File: src/rtl/pipct_pkg.sv
`default_nettype none
package pipct_pkg;

  localparam int FIELD_W         = 32;
  localparam int COORD_WIDTH_DEF = 32;
  localparam int TOL_WIDTH       = 32;
  localparam logic [TOL_WIDTH-1:0] TOL_RESET = 32'd66;
  localparam int IN_TDATA_W      = 6 * FIELD_W;
  localparam int OUT_TDATA_W     = 8;

  typedef struct packed {
    logic last;
    logic in_box;
    logic strad;
    logic vtx;
    logic vcnt;
    logic b_lt_a;
  } flags_t;

endpackage
`default_nettype wire

File: src/rtl/pipct_acc.sv
`default_nettype none
module pipct_acc #(
  parameter int COORD_WIDTH = pipct_pkg::COORD_WIDTH_DEF
) (
  input  wire logic                                  clk,
  input  wire logic                                  rst_n,
  input  wire logic                                  en,
  input  wire logic                                  s2_valid,
  input  wire logic signed [2*COORD_WIDTH+1:0]       p1,
  input  wire logic signed [2*COORD_WIDTH+1:0]       p2,
  input  wire pipct_pkg::flags_t                     flags,
  input  wire logic                                  cfg_wr_en,
  input  wire logic [pipct_pkg::TOL_WIDTH-1:0]       cfg_wr_data,
  input  wire logic                                  out_tready,
  output logic                                       out_valid_r,
  output logic                                       inside_r,
  output logic                                       bound_r
);
  import pipct_pkg::*;

  localparam int XW = 2 * COORD_WIDTH + 3;
  localparam int TW = XW + TOL_WIDTH;

  logic [TOL_WIDTH-1:0] tol_r;
  logic parity_r, parity_nxt;
  logic hit_r, hit_nxt;
  logic signed [XW-1:0] cross_v;
  logic signed [TW-1:0] cross_e, tol_e, ntol_e;
  logic neg, zero, near, count, toggle;
  logic out_valid_nxt;

  assign cross_v = XW'(p1) - XW'(p2);
  assign neg     = cross_v[XW-1];
  assign zero    = (cross_v == '0);
  assign cross_e = TW'(cross_v);
  assign tol_e   = signed'({{XW{1'b0}}, tol_r});
  assign ntol_e  = -tol_e;
  assign near    = (cross_e <= tol_e) && (cross_e >= ntol_e);
  assign count   = flags.vtx ? flags.vcnt : (zero || (neg == flags.b_lt_a));
  assign toggle  = flags.strad && count;

  always_comb begin
    parity_nxt    = parity_r ^ toggle;
    hit_nxt       = hit_r | (near && flags.in_box);
    out_valid_nxt = out_valid_r && !out_tready;
    if (s2_valid && flags.last) begin
      out_valid_nxt = 1'b1;
    end
  end

  always_ff @(posedge clk) begin
    if (!rst_n) begin
      tol_r       <= TOL_RESET;
      parity_r    <= 1'b0;
      hit_r       <= 1'b0;
      out_valid_r <= 1'b0;
    end else begin
      if (cfg_wr_en) begin
        tol_r <= cfg_wr_data;
      end
      if (en) begin
        out_valid_r <= out_valid_nxt;
        if (s2_valid) begin
          if (flags.last) begin
            parity_r <= 1'b0;
            hit_r    <= 1'b0;
          end else begin
            parity_r <= parity_nxt;
            hit_r    <= hit_nxt;
          end
        end
      end
    end
  end

  always_ff @(posedge clk) begin
    if (en && s2_valid && flags.last) begin
      inside_r <= parity_nxt | hit_nxt;
      bound_r  <= hit_nxt;
    end
  end

endmodule
`default_nettype wire

File: config.mk
export PLATFORM = sky130hd
export DESIGN_NAME = pipct_acc
export DESIGN_NICKNAME = d
export VERILOG_FILES = /design/src/rtl/pipct_pkg.sv /design/src/rtl/pipct_acc.sv
export SDC_FILE = /design/constraint.sdc
export NUM_CORES = 1
export LEC_CHECK = 0
export CORE_ASPECT_RATIO = 1.75
export CORE_MARGIN = 4
export CORE_UTILIZATION = 60
export CTS_BUF_LIST = sky130_fd_sc_hd__clkbuf_2
export DETAILED_ROUTE_END_ITERATION = 10
export DONT_BUFFER_PORTS = 1
export GPL_TIMING_DRIVEN = 1
export PLACE_DENSITY = 0.78
export SYNTH_ARGS = -nofsm -noshare
export SYNTH_HDL_FRONTEND = slang
export SYNTH_SLANG_ARGS = --single-unit
File: constraint.sdc
create_clock -name clk -period 16.1 [get_ports clk]
set_clock_uncertainty 0.05 [all_clocks]
set_input_delay 0.805 -clock clk [delete_from_list [all_inputs] [get_ports clk]]
set_output_delay 0.805 -clock clk [all_outputs]
set_load 0.1 [all_outputs]
; Word-level counts from Yosys, hierarchy flattened
; Cells that the tools add are included.
[word_totals]
reg_bits = 37
latchBits = 0
ram_bits = 0
rom_bits = 0
inputBits = 176
wordCells = 29
n_memories = 0
[op_classes]
n_addsub = 2
multipliers = 0
n_div = 0
n_lt_le_gt_ge = 2
eq_ne = 1
shift = 0
n_mux = 4
n_bitwise = 3
reduce_logical = 11
[op_table]
columns = operator, count
row1 = $ge A67 B99 Y1, 1
row2 = $neg A32 Y99, 1
row3 = $le A67 B33 Y1, 1
row4 = $logic_not A67 Y1, 1
row5 = $sub A66 B66 Y67, 1
row6 = $logic_and A1 B1 Y1, 7
row7 = $mux W1, 4
row8 = $or A1 B1 Y1, 2
row9 = $reduce_and A2 Y1, 1
row10 = $eq A1 B1 Y1, 1
row11 = $logic_not A1 Y1, 1
row12 = $logic_or A1 B1 Y1, 1
row13 = $xor A1 B1 Y1, 1

; Longest topological paths before layout
; Gate-level depths: netlist of run 1.
[depth]
ltp_word = 7
depth_mapped = 25
mapped_depth_nobuf = 24

; Worst setup path before layout of run 1
; OpenSTA, ideal clock, no wires.
[synth_path]
kind = input -> register
start = in p2[41]
end = reg inside_r (data pin)
setup_ns = 0.275
arrival_time_ns = 5.483
required_time_ns = 15.775
setup_slack_ns = 10.292
cell_stages = 24
cell_sequence = inv_1 -> ha_1 -> clkbuf_1 -> a21oi_1 -> o21ai_0 -> a22oi_1 -> nand2_1 -> a221oi_1 -> o22ai_1 -> o21ai_0 -> buf_2 -> ha_1 -> nand4_1 -> nor4_1 -> nand3_1 -> nand3b_1 -> a31oi_1 -> nor3_1 -> o211ai_1 -> o211ai_1 -> o221ai_1 -> mux2i_1 -> nor4_1 -> o2111ai_1
[synth_via]
elab_chain_len = 7
[synth_rtl]
columns = element, line_no
row1 = from (decl), pipct_acc.sv:10  ; input wire logic signed [2*COORD_WIDTH+1:0] p2,
row2 = $sub A66 B66 Y67 (*), pipct_acc.sv:32  ; assign cross_v = XW'(p1) - XW'(p2);
row3 = "parallel branches: the longest is 5 deep, another holds $ge A67 B99 Y1", -
row4 = $or A1 B1 Y1 (*), pipct_acc.sv:78  ; inside_r <= parity_nxt | hit_nxt;
row5 = to (signal assigned), pipct_acc.sv:78
row6 = to (decl), pipct_acc.sv:16  ; output logic inside_r,
; Mark *: on every way between the ends.
; A chain may end at the register's enable or synchronous reset.

; Worst setup path after layout of run 1
[layout_path]
start = in p2[4]
end = reg inside_r (data pin)
; The elaborated chain is that of the path after synthesis.

==> tab_implementation.tex, run 1 <==
\begin{tabular}{lr}
\hline
Metric & Value \\
\hline
\multicolumn{2}{l}{\textbf{Clock tree}} \\
H-Tree Depth & 2 \\
Post-CTS Resized & 0 \\
Hold\_buf cts & 0 \\
Clock tree sinks & 37 \\
Skew-Pair Late Insertion Delay & 0.41 ns \\
Register clock-pin slew on the reported worst setup and hold paths & roughly 0.23 ns \\
Clock buffer depth & 2 \\
Cell at the root of the clock tree & clkbuf\_2 \\
Post-CTS setup repair buffer count & 0 \\
TritonCTS clock tree & built \\
CTS buffer count & 5 \\
\multicolumn{2}{l}{\textbf{Timing}} \\
Fin crit share & 40.0\% \\
Worst rel slew slack & 33.8\% \\
Number of failing setup endpoints in the final timing report & 0 \\
Final sum of negative setup slack & 0 ns \\
Transition time at the pin with the least slew margin & roughly 0.98 ns \\
Number of pins with negative max-slew slack in the final report & 0 \\
Final critical delay including setup and external delays & 6.43 ns \\
Number of hold-slack violations in the final timing report & 0 \\
Setup repair after global routing missed its margin & no \\
Fmax & $\sim$0.16 GHz \\
Minimum setup slack in the final design & 9.67 ns \\
\multicolumn{2}{l}{\textbf{Floorplanning}} \\
Starting density of the core & 61.6\% \\
Die Area & 19300 sq um \\
Placeable Area & roughly 17000 sq um \\
Std cell rows & 62 \\
\# IOs & roughly 180 \\
Vertical extent of the die & 181 um \\
Floorplan die width & 107 um \\
\multicolumn{2}{l}{\textbf{Power and ir drop}} \\
P\_int & 293 uW \\
Comb power frac & 68.6\% \\
Switching power & 296 uW \\
IR drop worst, VDD & 0.000106 V \\
Overall Power & 588 uW \\
Switching power share of the total & 50.3\% \\
Leakage power of the design & 0.00478 uW \\
Power per cell area & 56.4 nW/um\^{}2 \\
Proportion of power drawn by the clock network & 13.0\% \\
Flop pwr share & a little under a fifth \\
\multicolumn{2}{l}{\textbf{Final layout}} \\
Multi-input logic area & 8760 sq um \\
Final design area excluding fillers & 10400 sq um \\
FILL cells & 1642 \\
Most used cells in the layout excluding fill and tap cells & 194 x ha\_1, 129 x a21oi\_1, 128 x inv\_1, 105 x nand2\_1, 87 x nor2\_1 \\
Most common cell after layout, fill and taps aside & ha\_1 \\
Final net count & 1755 \\
Antenna diodes & 0 \\
Fraction of final layout cells with drive strength greater than 1 & 2.38\% \\
Footprint of the flip-flops and latches & approximately 760 sq um \\
Area delta synth->final & 1.97\% \\
\multicolumn{2}{l}{\textbf{Detailed routing}} \\
Final antenna-violating net count & 0 \\
Pre-Repair DR Iteration Count & 5 \\
Average wire per standard cell & 20.2 um \\
Vias after detailed routing & 10700 \\
Post-detailed-routing wire length & 32400 um \\
Number of remaining DRC errors & 0 \\
Detail-routed via count per cell & 6.64 \\
Drt initial violations & between 700 and 800 \\
\multicolumn{2}{l}{\textbf{Global route}} \\
Total routing usage reported by global routing & 32.0\% \\
First-pass GRT wire length & roughly 51000 um \\
Initial antenna violation count & 0 \\
Number of global-route vias before repair & 10600 \\
Largest net degree at the start of global routing & 38 \\
Overall overflow remaining after global route & 0 \\
\multicolumn{2}{l}{\textbf{Synth}} \\
Number of flops mapped to enable cells by yosys & 2 \\
Combinational family with the most area after synthesis & simple AND/OR/NAND/NOR gates \\
Register area share after synthesis & 7.44\% \\
Mean cell area of the mapped netlist & 7.17 sq um \\
Adder-cell area share of the yosys netlist & between 20\% and 30\% \\
Post-synthesis share of cell area spent on and, or, nand and nor gates & 25.6\% \\
Count of unique library cells instantiated by Yosys & 77 \\
Fraction of synthesis flops using an asynchronous set or reset pin & 0\% \\
Total number of yosys warnings & 0 \\
Dominant register cell in the synthesized netlist & dfxtp\_1 \\
Portion of netlist area occupied by mux cells & 3.72\% \\
Cells after synthesis & 1427 \\
Cell area after technology mapping & 10200 sq um \\
Number of storage elements in the synthesis netlist & 37 \\
Synthesized Nets & approximately 1800 \\
Post-Synth XOR/XNOR Area & under 10\% \\
Synthesized-area fraction occupied by ao, oa, aoi and oai cells & 25.0\% \\
\multicolumn{2}{l}{\textbf{Hold path}} \\
Path category of the worst min-delay check & input port to register \\
Cell count of the worst hold path & 2 \\
Hold wc startpoint & rst\_n \\
Capture endpoint of the worst hold path & hit\_r \\
\multicolumn{2}{l}{\textbf{Critical path}} \\
Startpoint kind of the worst setup timing path & input port \\
Data arrival time at the worst-slack endpoint & 6.56 ns \\
Slack of the worst reg-to-reg path & 9.79 ns \\
CP max FO & 7 \\
R2R depth & 22 \\
Sort of element at the end of the critical path & register \\
Reg-to-Reg Start & tol\_r[2] \\
Worst Path Class, Setup & input port to register \\
Worst flop-to-flop path endpoint & inside\_r \\
Required time reported for the critical path endpoint & 16.23 ns \\
\multicolumn{2}{l}{\textbf{Placement}} \\
Place WS & 9.36 ns \\
Routability congestion estimate & 1.02 \\
\# port buffers & 0 \\
Final HPWL from detailed placement & around 28000 um \\
Placed instance area & between 10000 and 15000 sq um \\
\multicolumn{2}{l}{\textbf{Outcome}} \\
Result of the run & finished, final reports clean \\
\multicolumn{2}{l}{\textbf{Flow run}} \\
\# Max-Cap Violations & 0 \\
\hline
\end{tabular}
[power groups by stage]
| stage | combinational, uW | clock (uW) | sequential (uW) |
|---|---|---|---|
| after floorplan | 300 | 0 | 106 |
| after global placement | 388 | 0 | 110 |
| after detailed placement | 394 | 0 | 110 |
| after CTS | 397 | 76.9 | 108 |
| after global routing | 447 | 80.8 | 109 |
| final | 403 | 76.4 | 108 |
[layer usage]
layer	vias up	wire length, um	global-route usage [%]
met3	164	1150	2.18
li1	5191	-	-
met1	4915	10800	30.1
met2	417	17700	62.0
met5	-	0	0
met4	0	2820	24.7
[synthesized netlist by cell type, types with 3 or more instances]
library cell	number	area [sq um]
and2_1	5	31.3
a21o_1	38	285
a21boi_0	6	45.0
o31a_1	3	26.3
nor3_1	37	185
nand3_1	27	135
a21oi_1	129	646
nand2_1	105	394
a221o_1	3	30.0
o2111ai_1	9	78.8
o221ai_1	3	26.3
a211oi_1	15	113
ha_1	194	2430
nand3b_1	5	37.5
a31oi_1	13	81.3
buf_2	11	55.1
nand4_1	62	388
mux2i_1	38	380
inv_1	128	480
xor2_1	24	210
a311oi_1	3	26.3
o21ai_0	82	410
o21a_1	17	128
and4_1	4	35.0
nor3b_1	3	22.5
nor2b_1	55	344
nand2b_1	14	87.6
dfxtp_1	35	701
a2111oi_0	3	26.3
or3_1	7	43.8
and3_1	7	43.8
o31ai_1	9	67.6
clkbuf_1	43	161
nor4_1	39	244
or2_2	3	18.8
o211ai_1	22	165
and4b_1	15	150
o21bai_1	12	90.1
nor2_1	87	327
xnor2_1	62	543
nand4b_1	3	26.3
[layout make-up]
class,count,area share (%)
multi-input cells,1205,84.0
flip-flops and latches,37,7.29
inverters,128,4.61
well taps,224,2.69
clock inverters,3,0.660
repair buffers,7,0.504
clock buffers,5,0.240
[worst max-delay path: stages]
cell,delay [ns]
inv_1,0.02
ha_1,0.35
o211ai_1,0.11
a21oi_1,0.47
o211ai_1,0.21
a21oi_1,0.39
o2111ai_1,0.33
a21oi_1,0.40
a31oi_1,0.19
o311ai_1,0.34
xor2_1,0.41
ha_1,0.22
nand4_1,0.10
nor4_1,0.38
nand3_1,0.17
nand3b_1,0.22
a31oi_1,0.20
nor3_1,0.08
o211ai_1,0.10
o211ai_1,0.14
o221ai_1,0.24
mux2i_1,0.10
nor4_1,0.44
o2111ai_1,0.16
[cell families (layout without fill, tap and decap cells)]
| family | after synthesis | count (layout) |
|---|---|---|
| multiplexers | 38 | 38 |
| flip-flops | 37 | 37 |
| AND/OR/NAND/NOR | 488 | 488 |
| AO/OA/AOI/OAI | 398 | 398 |
| adder cells (fa/ha/maj) | 195 | 195 |
| XOR/XNOR | 86 | 86 |
| buffers and inverters | 185 | 143 |
[how the worst max path moves through the flow]
stage               cells after the start  slack [ns]        to   start
floorplan                              24       10.29  inside_r  p2[41]
global placement                       24        9.60  inside_r   p2[4]
detailed placement                     24        9.36  inside_r  p2[21]
CTS                                    24        9.78  inside_r  p2[19]
global route                           24        9.17  inside_r  p2[22]
finish                                 24        9.67  inside_r   p2[4]
[sequential cells by signal, summed over array words and instances (netlist names)]
signal / flops
hit_r: 1
inside_r: 1
tol_r: 32
parity_r: 1
out_valid_r: 1
bound_r: 1
[stage by stage]
step           util [%]  cells  hold slack, ns
2_1_floorplan         -   1427           0.433
4_1_cts            62.8   1609           0.417
3_3_place_gp       62.3   1601           0.450
6_report           62.8   1609           0.424
3_5_place_dp       62.3   1601           0.463
5_1_grt            62.8   1609           0.414
Note: power is estimated with default switching activity, not from simulation.
==> run 2, diff against run 1 <==
Clock period 16.1 ns to 6.7 ns, I/O delays scaled along.
==> run 2 against run 1 <==
Power is 140% higher. Worst setup slack worse by 9.0 ns. First-iteration DRC count fell by 15%. Critical endpoint unchanged.
==> tab_implementation.tex, run 2 (synthesis gave the netlist of run 1 again) <==
\begin{tabular}{lr}
\hline
Metric & Value \\
\hline
\multicolumn{2}{l}{\textbf{Critical path}} \\
Slack of the worst reg-to-reg path & 0.66 ns \\
Data arrival time at the worst-slack endpoint & 6.16 ns \\
Startpoint kind of the worst setup timing path & register \\
Sort of element at the end of the critical path & register \\
Required time reported for the critical path endpoint & 6.82 ns \\
CP max FO & 5 \\
Worst Path Class, Setup & register to register \\
\multicolumn{2}{l}{\textbf{Global route}} \\
Overall overflow remaining after global route & 0 \\
Initial antenna violation count & 0 \\
Largest net degree at the start of global routing & 35 \\
Total routing usage reported by global routing & 33.3\% \\
First-pass GRT wire length & 52100 um \\
Number of global-route vias before repair & $\sim$11000 \\
\multicolumn{2}{l}{\textbf{Final layout}} \\
Largest register by flop count & tol\_r \\
Antenna diodes & 0 \\
Final design area excluding fillers & $\sim$11000 sq um \\
Area delta synth->final & 3.02\% \\
Number of standard cells in the layout, taps in and fillers out & 1626 \\
Most used cells in the layout excluding fill and tap cells & 194 x ha\_1, 129 x a21oi\_1, 128 x inv\_1, 105 x nand2\_1, 87 x nor2\_1 \\
Most common cell after layout, fill and taps aside & ha\_1 \\
Final net count & 1772 \\
Flip-flop count of the largest register, all copies and words added & 32 \\
Fraction of final layout cells with drive strength greater than 1 & roughly 3.4\% \\
\multicolumn{2}{l}{\textbf{Floorplanning}} \\
Starting density of the core & 61.6\% \\
Placeable Area & around 17000 sq um \\
Floorplan die width & 107 um \\
Die Area & 19300 sq um \\
\# IOs & 179 \\
Vertical extent of the die & between 150 and 200 um \\
Std cell rows & 62 \\
\multicolumn{2}{l}{\textbf{Power and ir drop}} \\
P\_int & 676 uW \\
Comb power frac & 70.9\% \\
Overall Power & 1390 uW \\
Proportion of power drawn by the clock network & 10.3\% \\
Switching power share of the total & 51.3\% \\
Flop pwr share & a little under a fifth \\
Power per cell area & 132 nW/um\^{}2 \\
IR drop worst, VDD & between 0.0001 and 0.00015 V \\
Leakage power of the design & 0.00485 uW \\
Switching power & between 700 and 800 uW \\
\multicolumn{2}{l}{\textbf{Placement}} \\
Routability congestion estimate & approximately 0.99 \\
Place WS & 0.500 ns \\
Inst Count DP & 1616 \\
\# port buffers & 0 \\
Final HPWL from detailed placement & just under 30000 um \\
Placed instance area & roughly 10000 sq um \\
\multicolumn{2}{l}{\textbf{Clock tree}} \\
Clock tree sinks & 37 \\
CTS buffer count & 5 \\
Skew-Pair Late Insertion Delay & 0.40 ns \\
Clock buffer depth & 2 \\
TritonCTS clock tree & built \\
Post-CTS Resized & 0 \\
Register clock-pin slew on the reported worst setup and hold paths & 0.20 ns \\
Cell at the root of the clock tree & clkbuf\_2 \\
H-Tree Depth & 2 \\
\multicolumn{2}{l}{\textbf{Timing}} \\
Transition time at the pin with the least slew margin & 0.983 ns \\
Worst rel slew slack & 34.4\% \\
Number of hold-slack violations in the final timing report & 0 \\
Minimum setup slack in the final design & 0.664 ns \\
Setup repair after global routing missed its margin & no \\
Number of pins with negative max-slew slack in the final report & 0 \\
Fin crit share & between 90\% and 100\% \\
Final critical delay including setup and external delays & 6.04 ns \\
Final sum of negative setup slack & 0 ns \\
Number of failing setup endpoints in the final timing report & 0 \\
Fmax & 0.166 GHz \\
\multicolumn{2}{l}{\textbf{Outcome}} \\
Result of the run & finished, final reports clean \\
\multicolumn{2}{l}{\textbf{Detailed routing}} \\
Detail-routed via count per cell & approximately 6.7 \\
Post-detailed-routing wire length & between 30000 and 40000 um \\
Drt initial violations & 657 \\
Final antenna-violating net count & 0 \\
Vias after detailed routing & $\sim$11000 \\
Average wire per standard cell & 20.8 um \\
Pre-Repair DR Iteration Count & 5 \\
Number of remaining DRC errors & 0 \\
\multicolumn{2}{l}{\textbf{Hold path}} \\
Path category of the worst min-delay check & input port to register \\
\multicolumn{2}{l}{\textbf{Flow run}} \\
\# Max-Cap Violations & 0 \\
\hline
\end{tabular}
-- run 2: power groups by stage --
stage	sequential [uW]	combinational (uW)	clock, uW
6_report	261	985	143
5_1_grt	263	1090	154
4_1_cts	260	968	142
3_5_place_dp	264	960	0
3_3_place_gp	264	945	0
2_1_floorplan	254	721	0
-- run 2: worst max-delay path, stage by stage (launching register included) --
cell       delay [ns]
dfxtp_1          0.39
inv_1            0.12
nand4_1          0.16
nor4_1           0.61
nand2_1          0.25
or3_1            0.49
nand2b_1         0.19
nand2b_1         0.22
nor4_1           0.61
xnor2_1          0.15
ha_1             0.21
a211oi_1         0.20
nor2_1           0.08
o211ai_1         0.15
a21oi_1          0.08
a211o_1          0.27
a221oi_1         0.46
o211ai_1         0.16
o211ai_1         0.11
o221ai_1         0.18
mux2i_1          0.16
nor4_1           0.26
buf_4            0.16
o2111ai_1        0.09
-- run 2: cell type report --
| cell class | count | area, sq um |
|---|---|---|
| multi-input cells | 1205 | 8760 |
| fillers | 1633 | 6060 |
| flip-flops and latches | 37 | 761 |
| inverters | 128 | 480 |
| well taps | 224 | 280 |
| repair buffers | 24 | 185 |
| clock inverters | 2 | 38.8 |
| clock buffers | 6 | 30.0 |
-- run 2: final timing paths --
check / cells after the start / endpoint / start
hold / removal: 1 / tol_r[11] / rst_n
setup / recovery: 23 / inside_r / tol_r[2]
hold reg to reg: 2 / tol_r[14] / tol_r[14]
setup reg to reg: 23 / inside_r / tol_r[2]
-- run 2: metrics by stage --
step / hold slack [ns] / utilization [%]
after CTS: 0.00113 / 63.4
after global routing: 0.000200 / 63.5
final: 0.00927 / 63.5
after global placement: 0.389 / 62.9
after floorplan: 0.415 / -
after detailed placement: 0.393 / 62.9
-- run 2: routing by layer --
layer	track usage, %	vias to the layer above	routed length, um
met3	2.79	193	1380
met4	27.5	0	3340
li1	-	5245	-
met5	0	-	0
met1	30.1	5041	10900
met2	64.5	487	18200
-- run 2: repair_timing --
item	in CTS	in global routing
endpoints found under the hold margin	7	16
hold buffers	1	1
setup buffers	0	0
==> run 3, diff against run 2 <==
Clock period 6.7 ns to 6.55 ns, I/O delays scaled along.
==> run 3 against run 2 <==
Combinational power barely moved. Worst setup slack improved by 0.10 ns. Die area did not move.
==> tab_implementation.tex, run 3 (synthesis gave the netlist of run 1 again) <==
\begin{tabular}{lr}
\hline
Metric & Value \\
\hline
\multicolumn{2}{l}{\textbf{Final layout}} \\
Flip-flop count of the largest register, all copies and words added & 32 \\
Fraction of final layout cells with drive strength greater than 1 & roughly 3.3\% \\
Final net count & 1773 \\
FILL cells & between 1500 and 2000 \\
Final design area excluding fillers & 10500 sq um \\
Antenna diodes & 0 \\
Largest register by flop count & tol\_r \\
Area delta synth->final & 3.07\% \\
Most used cells in the layout excluding fill and tap cells & 194 x ha\_1, 129 x a21oi\_1, 128 x inv\_1, 105 x nand2\_1, 87 x nor2\_1 \\
Final core utilization & 63.5\% \\
Most common cell after layout, fill and taps aside & ha\_1 \\
\multicolumn{2}{l}{\textbf{Clock tree}} \\
TritonCTS clock tree & built \\
Clock tree sinks & 37 \\
Clock buffer depth & 2 \\
Skew-Pair Late Insertion Delay & roughly 0.38 ns \\
Register clock-pin slew on the reported worst setup and hold paths & 0.18 ns \\
H-Tree Depth & 2 \\
Cell at the root of the clock tree & clkbuf\_2 \\
Post-CTS Resized & 0 \\
CTS buffer count & 5 \\
\multicolumn{2}{l}{\textbf{Floorplanning}} \\
Placeable Area & between 15000 and 20000 sq um \\
Die Area & $\sim$19000 sq um \\
Starting density of the core & between 60\% and 70\% \\
Std cell rows & just over 60 \\
Floorplan die width & 107 um \\
Vertical extent of the die & 181 um \\
\# IOs & 179 \\
\multicolumn{2}{l}{\textbf{Detailed routing}} \\
Final antenna-violating net count & 0 \\
Post-detailed-routing wire length & 33100 um \\
Number of remaining DRC errors & 0 \\
Drt initial violations & 637 \\
Average wire per standard cell & slightly above 20 um \\
Vias after detailed routing & between 10000 and 15000 \\
Detail-routed via count per cell & 6.70 \\
Pre-Repair DR Iteration Count & 6 \\
\multicolumn{2}{l}{\textbf{Power and ir drop}} \\
Switching power share of the total & 51.1\% \\
Switching power & 721 uW \\
Overall Power & about 1400 uW \\
IR drop worst, VDD & 0.000178 V \\
P\_int & 690 uW \\
Comb power frac & a little under three quarters \\
Flop pwr share & 18.8\% \\
Leakage power of the design & 0.00485 uW \\
Proportion of power drawn by the clock network & about a tenth \\
Power per cell area & about 130 nW/um\^{}2 \\
\multicolumn{2}{l}{\textbf{Global route}} \\
First-pass GRT wire length & 50400 um \\
Largest net degree at the start of global routing & 35 \\
Initial antenna violation count & 0 \\
Overall overflow remaining after global route & 0 \\
Total routing usage reported by global routing & between 30\% and 40\% \\
Number of global-route vias before repair & 10600 \\
\multicolumn{2}{l}{\textbf{Critical path}} \\
Most used cell along the critical path & o211ai\_1 \\
Sort of element at the end of the critical path & register \\
Highest cell delay on the worst timing path & 0.63 ns \\
List of cells traversed by the critical path & inv\_1 > ha\_1 > nand3\_1 > nor3\_1 > nand3\_1 > or3\_1 > nor3b\_1 > buf\_4 > nor2b\_1 > xnor2\_1 > ha\_1 > a211oi\_1 > nor2\_1 > o211ai\_1 > a21oi\_1 > a211o\_1 > a221oi\_1 > o211ai\_1 > o211ai\_1 > o221ai\_1 > mux2i\_1 > nor4\_1 > buf\_4 > o2111ai\_1 \\
Critical path buffer and inverter count & 3 \\
Required time reported for the critical path endpoint & 6.64 ns \\
Delay-heaviest family, CP & simple AND/OR/NAND/NOR gates \\
Worst Path Class, Setup & register to register \\
CP max stage cell & or3\_1 \\
CP max FO & 20 \\
Data arrival time at the worst-slack endpoint & 5.87 ns \\
Startpoint kind of the worst setup timing path & register \\
\multicolumn{2}{l}{\textbf{Hold path}} \\
Path category of the worst min-delay check & input port to register \\
\multicolumn{2}{l}{\textbf{Timing}} \\
Fmax & 0.173 GHz \\
Number of hold-slack violations in the final timing report & 0 \\
Transition time at the pin with the least slew margin & 0.959 ns \\
Fin crit share & 88.3\% \\
Number of failing setup endpoints in the final timing report & 0 \\
Worst rel slew slack & 36.0\% \\
Final sum of negative setup slack & 0 ns \\
Setup repair after global routing missed its margin & no \\
Final critical delay including setup and external delays & 5.78 ns \\
Minimum setup slack in the final design & 0.765 ns \\
Number of pins with negative max-slew slack in the final report & 0 \\
\multicolumn{2}{l}{\textbf{Flow run}} \\
\# Max-Cap Violations & 0 \\
\multicolumn{2}{l}{\textbf{Outcome}} \\
Result of the run & finished, final reports clean \\
\multicolumn{2}{l}{\textbf{Placement}} \\
Place WS & 0.538 ns \\
\# port buffers & 0 \\
Routability congestion estimate & 1.05 \\
Final HPWL from detailed placement & approximately 28000 um \\
Placed instance area & 10500 sq um \\
\hline
\end{tabular}
[run 3: cell types whose count changed in the layout (fill, tap and decap cells not counted)]
cell           delta
dlygate4sd3_1     +1
clkinv_4          -1
clkinv_1          +1
[run 3: per-layer routing]
metal / vias up / routed length [um] / global-route usage [%]
met2: 482 / 17800 / 61.6
met5: - / 0 / 0
met4: 0 / 2920 / 24.5
met3: 178 / 1390 / 3.21
met1: 4992 / 11000 / 29.5
li1: 5242 / - / -
[run 3: layout make-up]
cell class	instances	area [sq um]	area share (%)
clock inverter	2	33.8	0.320
inverter	128	480	4.56
clock buffer	6	30.0	0.285
timing repair buffer	25	195	1.85
multi-input combinational	1205	8760	83.1
sequential	37	761	7.21
tap	224	280	2.66
[run 3: timing repair]
| action | 4_1_cts | 5_1_grt |
|---|---|---|
| buffers inserted | 0 | 0 |
| hold buffers | 1 | 2 |
| endpoints found under the hold margin | 4 | 19 |
[run 3: power groups by stage]
stage               clock (uW)  sequential [uW]  combinational, uW
global route               149              268               1110
floorplan                    0              260                738
CTS                        138              265                986
finish                     137              266               1010
global placement             0              270                955
detailed placement           0              270                979
[run 3: final timing paths]
| path | endpoint | startpoint | slack (ns) | depth (start not counted) |
|---|---|---|---|---|
| worst max-delay path | inside_r | tol_r[1] | 0.77 | 24 |
| worst min-delay path | tol_r[11] | rst_n | 0.01 | 1 |
| worst max register to register | inside_r | tol_r[1] | 0.77 | 24 |
| worst min register to register | tol_r[14] | tol_r[14] | 0.49 | 2 |
[run 3: through the flow]
| step | instances | hold WS (ns) |
|---|---|---|
| after global routing | 1627 | 0.00387 |
| after floorplan | 1427 | 0.408 |
| final | 1627 | 0.0149 |
| after global placement | 1616 | 0.381 |
| after CTS | 1625 | 0.00592 |
| after detailed placement | 1616 | 0.385 |
